<file path="src/design/tkr_pkg.sv">
package tkr_pkg;

	localparam int CAPACITY = 64;
	localparam int ID_BITS = 16;
	localparam int KEY_BITS = 48;
	localparam int CNT_BITS = $clog2(CAPACITY + 1);
	localparam int IDX_BITS = $clog2(CAPACITY);
	localparam int CFG_IDX_BITS = 3;

	localparam logic [1:0] MODE_MAX_ITEMS = 2'd0;
	localparam logic [1:0] MODE_CUTOFF = 2'd1;

	typedef enum logic [CFG_IDX_BITS-1:0] {
		REG_CHART_MODE = 3'd0,
		REG_CHART_SIZE = 3'd1,
		REG_BOTTOM_MODE = 3'd2,
		REG_SORT_BY_VALUE = 3'd3,
		REG_CUTOFF_LEVEL = 3'd4
	} cfg_reg_t;

	localparam logic OP_INSERT = 1'b0;
	localparam logic OP_FLUSH = 1'b1;

	typedef struct packed {
		logic operation;
		logic [ID_BITS-1:0] item_id;
		logic signed [KEY_BITS-1:0] quantity_key;
		logic signed [KEY_BITS-1:0] value_key;
	} in_item_t;

	typedef struct packed {
		logic [6:0] rank;
		logic [ID_BITS-1:0] out_item_id;
		logic signed [KEY_BITS-1:0] out_quantity;
		logic signed [KEY_BITS-1:0] out_value;
		logic entry_valid;
		logic overflowed;
		logic last;
	} out_item_t;

	typedef struct packed {
		logic [1:0] chart_mode;
		logic [6:0] chart_size;
		logic bottom_mode;
		logic sort_by_value;
		logic [KEY_BITS-1:0] cutoff_level;
	} cfg_t;

	typedef struct packed {
		logic [ID_BITS-1:0] id;
		logic [KEY_BITS-1:0] q;
		logic [KEY_BITS-1:0] v;
	} entry_t;

	// classified item as handed from front to back
	typedef struct packed {
		logic op;
		entry_t ent;
		logic [KEY_BITS-1:0] nk;
	} cmd_t;

	// signed key to unsigned key of the same order
	function automatic logic [KEY_BITS-1:0] biased(input logic [KEY_BITS-1:0] k);
		biased = {~k[KEY_BITS-1], k[KEY_BITS-2:0]};
	endfunction

endpackage

</file>
<file path="src/design/tkr_front.sv">
module tkr_front (
	input  logic clk,
	input  logic arst_n,
	input  logic in_valid,
	output logic in_stall,
	input  tkr_pkg::in_item_t in_data,
	input  tkr_pkg::cfg_t cfg,
	output logic cmd_valid,
	input  logic cmd_ready,
	output tkr_pkg::cmd_t cmd
);

	tkr_pkg::cmd_t slot_q [2];
	logic wptr_q, rptr_q;
	logic [1:0] fill_q;
	logic push, pop;
	tkr_pkg::cmd_t cls;

	always_comb begin
		cls.op = in_data.operation;
		cls.ent.id = in_data.item_id;
		cls.ent.q = in_data.quantity_key;
		cls.ent.v = in_data.value_key;
		cls.nk = tkr_pkg::biased(cfg.sort_by_value ? in_data.value_key : in_data.quantity_key);
	end

	assign in_stall = (fill_q == 2'd2);
	assign push = in_valid && !in_stall;
	assign cmd_valid = (fill_q != 2'd0);
	assign pop = cmd_valid && cmd_ready;
	assign cmd = slot_q[rptr_q];

	always_ff @(posedge clk) begin
		if (push) begin
			slot_q[wptr_q] <= cls;
		end
	end

	always_ff @(posedge clk or negedge arst_n) begin
		if (!arst_n) begin
			wptr_q <= 1'b0;
			rptr_q <= 1'b0;
			fill_q <= 2'd0;
		end else begin
			if (push) wptr_q <= ~wptr_q;
			if (pop) rptr_q <= ~rptr_q;
			case ({push, pop})
				2'b10: fill_q <= fill_q + 2'd1;
				2'b01: fill_q <= fill_q - 2'd1;
				default: fill_q <= fill_q;
			endcase
		end
	end

endmodule

</file>
<file path="config.mk">
export PLATFORM = sky130hd
export DESIGN_NAME = tkr_front
export DESIGN_NICKNAME = d
export VERILOG_FILES = /design/src/design/tkr_pkg.sv /design/src/design/tkr_front.sv
export SDC_FILE = /design/constraint.sdc
export NUM_CORES = 1
export LEC_CHECK = 0
export ABC_AREA = 1
export BUFFER_PORTS_ARGS = -buffer_cell sky130_fd_sc_hd__clkbuf_2
export CAP_MARGIN = 5
export CORE_MARGIN = 2
export CORE_UTILIZATION = 34
export CTS_CLUSTER_SIZE = 8
export DETAILED_ROUTE_END_ITERATION = 10
export PLACE_DENSITY_LB_ADDON = 0.25
export SYNTH_ARGS = -nofsm -noshare
export SYNTH_HDL_FRONTEND = slang
export SYNTH_SLANG_ARGS = --single-unit
</file>
<file path="constraint.sdc">
create_clock -name clk -period 7.7 [get_ports clk]
set_input_delay 1.54 -clock clk [delete_from_list [all_inputs] [get_ports clk]]
set_output_delay 1.54 -clock clk [all_outputs]
set_load 0.005 [all_outputs]
</file>
* After elaboration in Yosys (flattened, before gate mapping) *
Memory sizes are Yosys's and may differ from the RTL's.
Index checks and enable logic that the tools add are counted.

word-level totals
  flip-flop bits (word level) = 4
  memory bits (writable) = 322
  input port bits = 176
  output and inout port bits = 163
  logic and storage cells = 21
  memories kept = 1

cells by class
  add/sub/neg operators = 2
  eq/ne operators = 3
  mux-type cells = 4
  bitwise gates (word level) = 3
  reductions and logical operators = 5

memory list
  memory  words  bits a word  rd ports  clocked after memory_dff  write ports  line             source
  slot_q  2      161          1         0                         1            tkr_front.sv:13  tkr_pkg::cmd_t slot_q [2];

operators with widths
  cell                                                                    count
  48-bit 2-to-1 mux                                                       1
  2-bit equality test (second input constant)                             2
  2-bit case mux with 2 select lines                                      1
  2-bit nonzero test                                                      2
  1-bit NOT                                                               3
  2-bit by 1-bit adder with 2-bit output (second input constant)          1
  2-bit by 1-bit equality test with 1-bit output (second input constant)  1
  1-bit logical AND                                                       2
  1-bit 2-to-1 mux                                                        2
  2-bit by 1-bit subtractor with 2-bit output (second input constant)     1
  1-bit logical NOT                                                       1

* Depth between registers and ports, before layout *
  depth in word-level cells = 5
  gate-level depth with buffers = 10
  mapped depth without buffers = 10

* Worst setup path before layout *
OpenSTA, ideal clock, no wires.

  kind = input-to-reg
  from = input in_valid
  to = memory slot_q[1][0] (netlist name), enable pin
  setup time = 0.685 ns
  arrival time = 8.364 ns
  required time = 7.015 ns
  path slack = -1.349 ns
  cell stages on the path = 2
  buffers on the path = 0
  path through = o21ai_0 nor2_1

between the ends
  cells in the longest elaborated chain, start to end = 3

RTL lines
  item                                    line             source
  from (decl)                             tkr_front.sv:4   input logic in_valid,
  1-bit logical AND                       tkr_front.sv:28  assign push = in_valid && !in_stall;
  1-bit 2-to-1 mux                        tkr_front.sv:34  if (push) begin
  1-bit 2-to-1 mux (implied by the code)  tkr_front.sv:35  slot_q[wptr_q] <= cls;
  to (decl)                               tkr_front.sv:13

No other way between the ends.

==> impl_metrics.ini <==
[yosys]
synth_fa_ha_area_frac = 0.0009918
synth-simple-area-share = 0.1649
syn_area_sq_um = 12620
synth_top_family_by_area = simple AND/OR/NAND/NOR gates
ys_warn_count = 0
synth_most_common_cell = nand2_1
ys_seq_elements = 326
ys_seq_area_frac = 0.7744
synthTopCellsByCount = nand2_1 (530), edfxtp_1 (322), inv_1 (55), o21ai_0 (48), buf_2 (30)
synth_compound_area_frac = 0.01904
synth_nets = 1201
synth_area_leaders = edfxtp_1 (77%), nand2_1 (16%), o21ai_0 (1.9%)
ys_types = 17
synth_mux_area_frac = 0.0007934
synth_top_cell_by_area = edfxtp_1
synth_edf_count = 322
synthXorXnorAreaFrac = 0.0006942
async_flop_share = 0.01227
yosys_most_used_dff = edfxtp_1
avgSynthCellArea_sq_um = 12.32
synth.top_cell.area_share = 0.7664
syn_inst = 1024

[clock_network]
cts_tree = done
post_cts_resized = 0
root_buffer = clkbuf_16
cts_buffers = 46
path_clk_slew_ps = 50
cts-htree-levels = 2
clock_tree.buffer_depth = 3
clock_latency_ps = 550
cts_sinks = 326
post_cts_buffers = 0
hold_buffers = 0

[die]
core_sq_um = 36610
floorplan.die.width_um = 196.6
num_io_pins = 339
dieArea_sq_um = 38660
start_util = 0.3446
fp-row-count = 70
dieHeight_um = 196.6

[critical_path]
crit_required_ps = 6160
path_buf_inv = 3
crit_family = buffers and inverters
path_class = reg -> out
worstPathCellList = inv_6 -> buf_4 -> nand2_1 -> nand2_1 -> clkbuf_2
worstSetupStartpointType = flop
cpPeakStageDelay_ps = 750
critPathMaxFanout = 99
crit_slowest_cell = buf_4
cp-end-kind = output port
crit_top_cell = nand2_1
crit_arrival_ps = 3150

[timing]
setup_viol_count_final = 0
fmax_ghz = 0.2132
hold_viol = 0
worstMarginPinSlew_ps = 1077
finalWorstPathRequiredPeriod_ps = 4690
period_share = 0.6091
drv_slew = 0
max_slew_margin = 0.2818
fin_skew_ps = 9.657
setup_tns_ps = 0
rsz0062_at_grt = false

[grt]
overflow = 0
grt_pass1_vias = 7762
grt_first_pass_wirelength_mm = 43.68
antenna_found_initial = 1
grt_max_degree = 100
grt_use_total = 0.1474

[power]
swShare = 0.3200
p_int_w = 0.004109
switchingPower_w = 0.001934
ir_worst_vdd_uv = 188.7
power_frac_seq = 0.423
p_comb_frac = 0.278
p_leak_nw = 6.812
clkPwrFrac = 0.300
p_per_area_nw_per_um2 = 385.4

[worst_hold_path]
hp-class = reg -> reg

[placed_design]
place.detailed.hpwl_mm = 16.87
place_area_sq_um = 14410
gp_congestion = 0.7121
io_buffers = 280

[detailed_routing]
ant_nets = 0
wl_met2_mm = 13.24
first_iter_violations = 355
drt_wl_total_mm = 28.88
drt-pass1-iter-count = 4
drcViolationCount = 0
viasPerCell = 4.441
post_drt_wl_per_cell_um = 16.09
route.met3.wl_mm = 2.085
top_layer = met4
m1WireLength_mm = 12.61
dr_total_vias = 7972

[flow_run]
max_cap_violations = 0

[cells_and_area]
nNetsFinal = 1491
fill_cells = 3500
stdcell_area_sq_um = 15680
drive_gt1_frac = 0.2640
area_growth_pct = 24.27

[outcome]
outcome = completed
[area by class of cell]
type	instances	area, sq um	share of cell area
flip-flops and latches	326	9773	0.6234
multi-input cells	597	2360	0.1505
repair buffers	287	1469	0.09370
clock buffers	60	1267	0.08085
well taps	468	585.6	0.03735
inverters	56	220.2	0.01405
diodes	1	2.502	0.0001596
[cell families after synthesis]
family,after synthesis
adder cells (fa/ha/maj),1
multiplexers,1
XOR/XNOR,1
AND/OR/NAND/NOR,546
AO/OA/AOI/OAI,48
buffers and inverters,101
flip-flops,326
[power groups by stage]
stage | registers [W] | clock network [W] | logic (W)
after floorplan | 0.00260 | 0 | 0.000956
after global placement | 0.00258 | 0 | 0.00173
after detailed placement | 0.00259 | 0 | 0.00173
after CTS | 0.00256 | 0.00187 | 0.00174
after global routing | 0.00259 | 0.00193 | 0.00190
final | 0.00255 | 0.00181 | 0.00168
[tightest hold or removal path: stages (launching register included)]
cell     delay, ps
dfrtp_1        340
nand2_1         50
nand2_1         60
[sequential cells by signal, summed over array words and instances (netlist names)]
register  flops
wptr_q        1
fill_q        2
rptr_q        1
slot_q      322
[cells in the final DEF, fill, tap and decap left out]
master / synthesis / final
clkbuf_16: 0 / 49
nor2_4: 0 / 1
diode_2: 0 / 1
clkbuf_1: 4 / 11
inv_6: 0 / 2
dfrtp_1: 4 / 3
xnor2_1: 1 / 1
dfrtp_4: 0 / 1
ha_1: 1 / 1
nand4_1: 1 / 1
o21ai_0: 48 / 48
clkbuf_2: 0 / 279
mux2i_1: 1 / 1
nand2_1: 530 / 530
nand3_1: 3 / 3
buf_12: 0 / 1
buf_4: 2 / 7
nor2_1: 2 / 1
inv_1: 55 / 54
nand2_2: 10 / 10
edfxtp_1: 322 / 322
[metrics by stage]
stage / power [W] / setup WS [ps] / cells / hold WS (ps) / utilization
floorplan: 0.003551 / 1360 / 1024 / 441.7 / -
global route: 0.006417 / 2759 / 1795 / 515.5 / 0.4282
detailed placement: 0.004320 / 3550 / 1734 / 458.1 / 0.3935
finish: 0.006042 / 3010 / 1795 / 486.2 / 0.4282
CTS: 0.006166 / 2931 / 1794 / 484.9 / 0.4282
global placement: 0.004309 / 3564 / 1734 / 458.8 / 0.3935
[worst paths after layout]
path	startpoint	end	slack, ps	depth (start not counted)
max in group asynchronous	arst_n	rptr_q	6740	1
max	rptr_q	cmd[152]	3010	5
min	wptr_q	wptr_q	490	2
min in group asynchronous	arst_n	rptr_q	800	1
min reg2reg	wptr_q	wptr_q	490	2
max reg2reg	fill_q[1]	slot_q[0][110]	5370	6
[per-layer routing]
metal  up-vias  track usage
met5         -            0
met4         0      0.06906
met3        55      0.04295
met2       235       0.2305
met1      3713       0.1900
li1       3969            -
(Power assumes the default switching activity.)
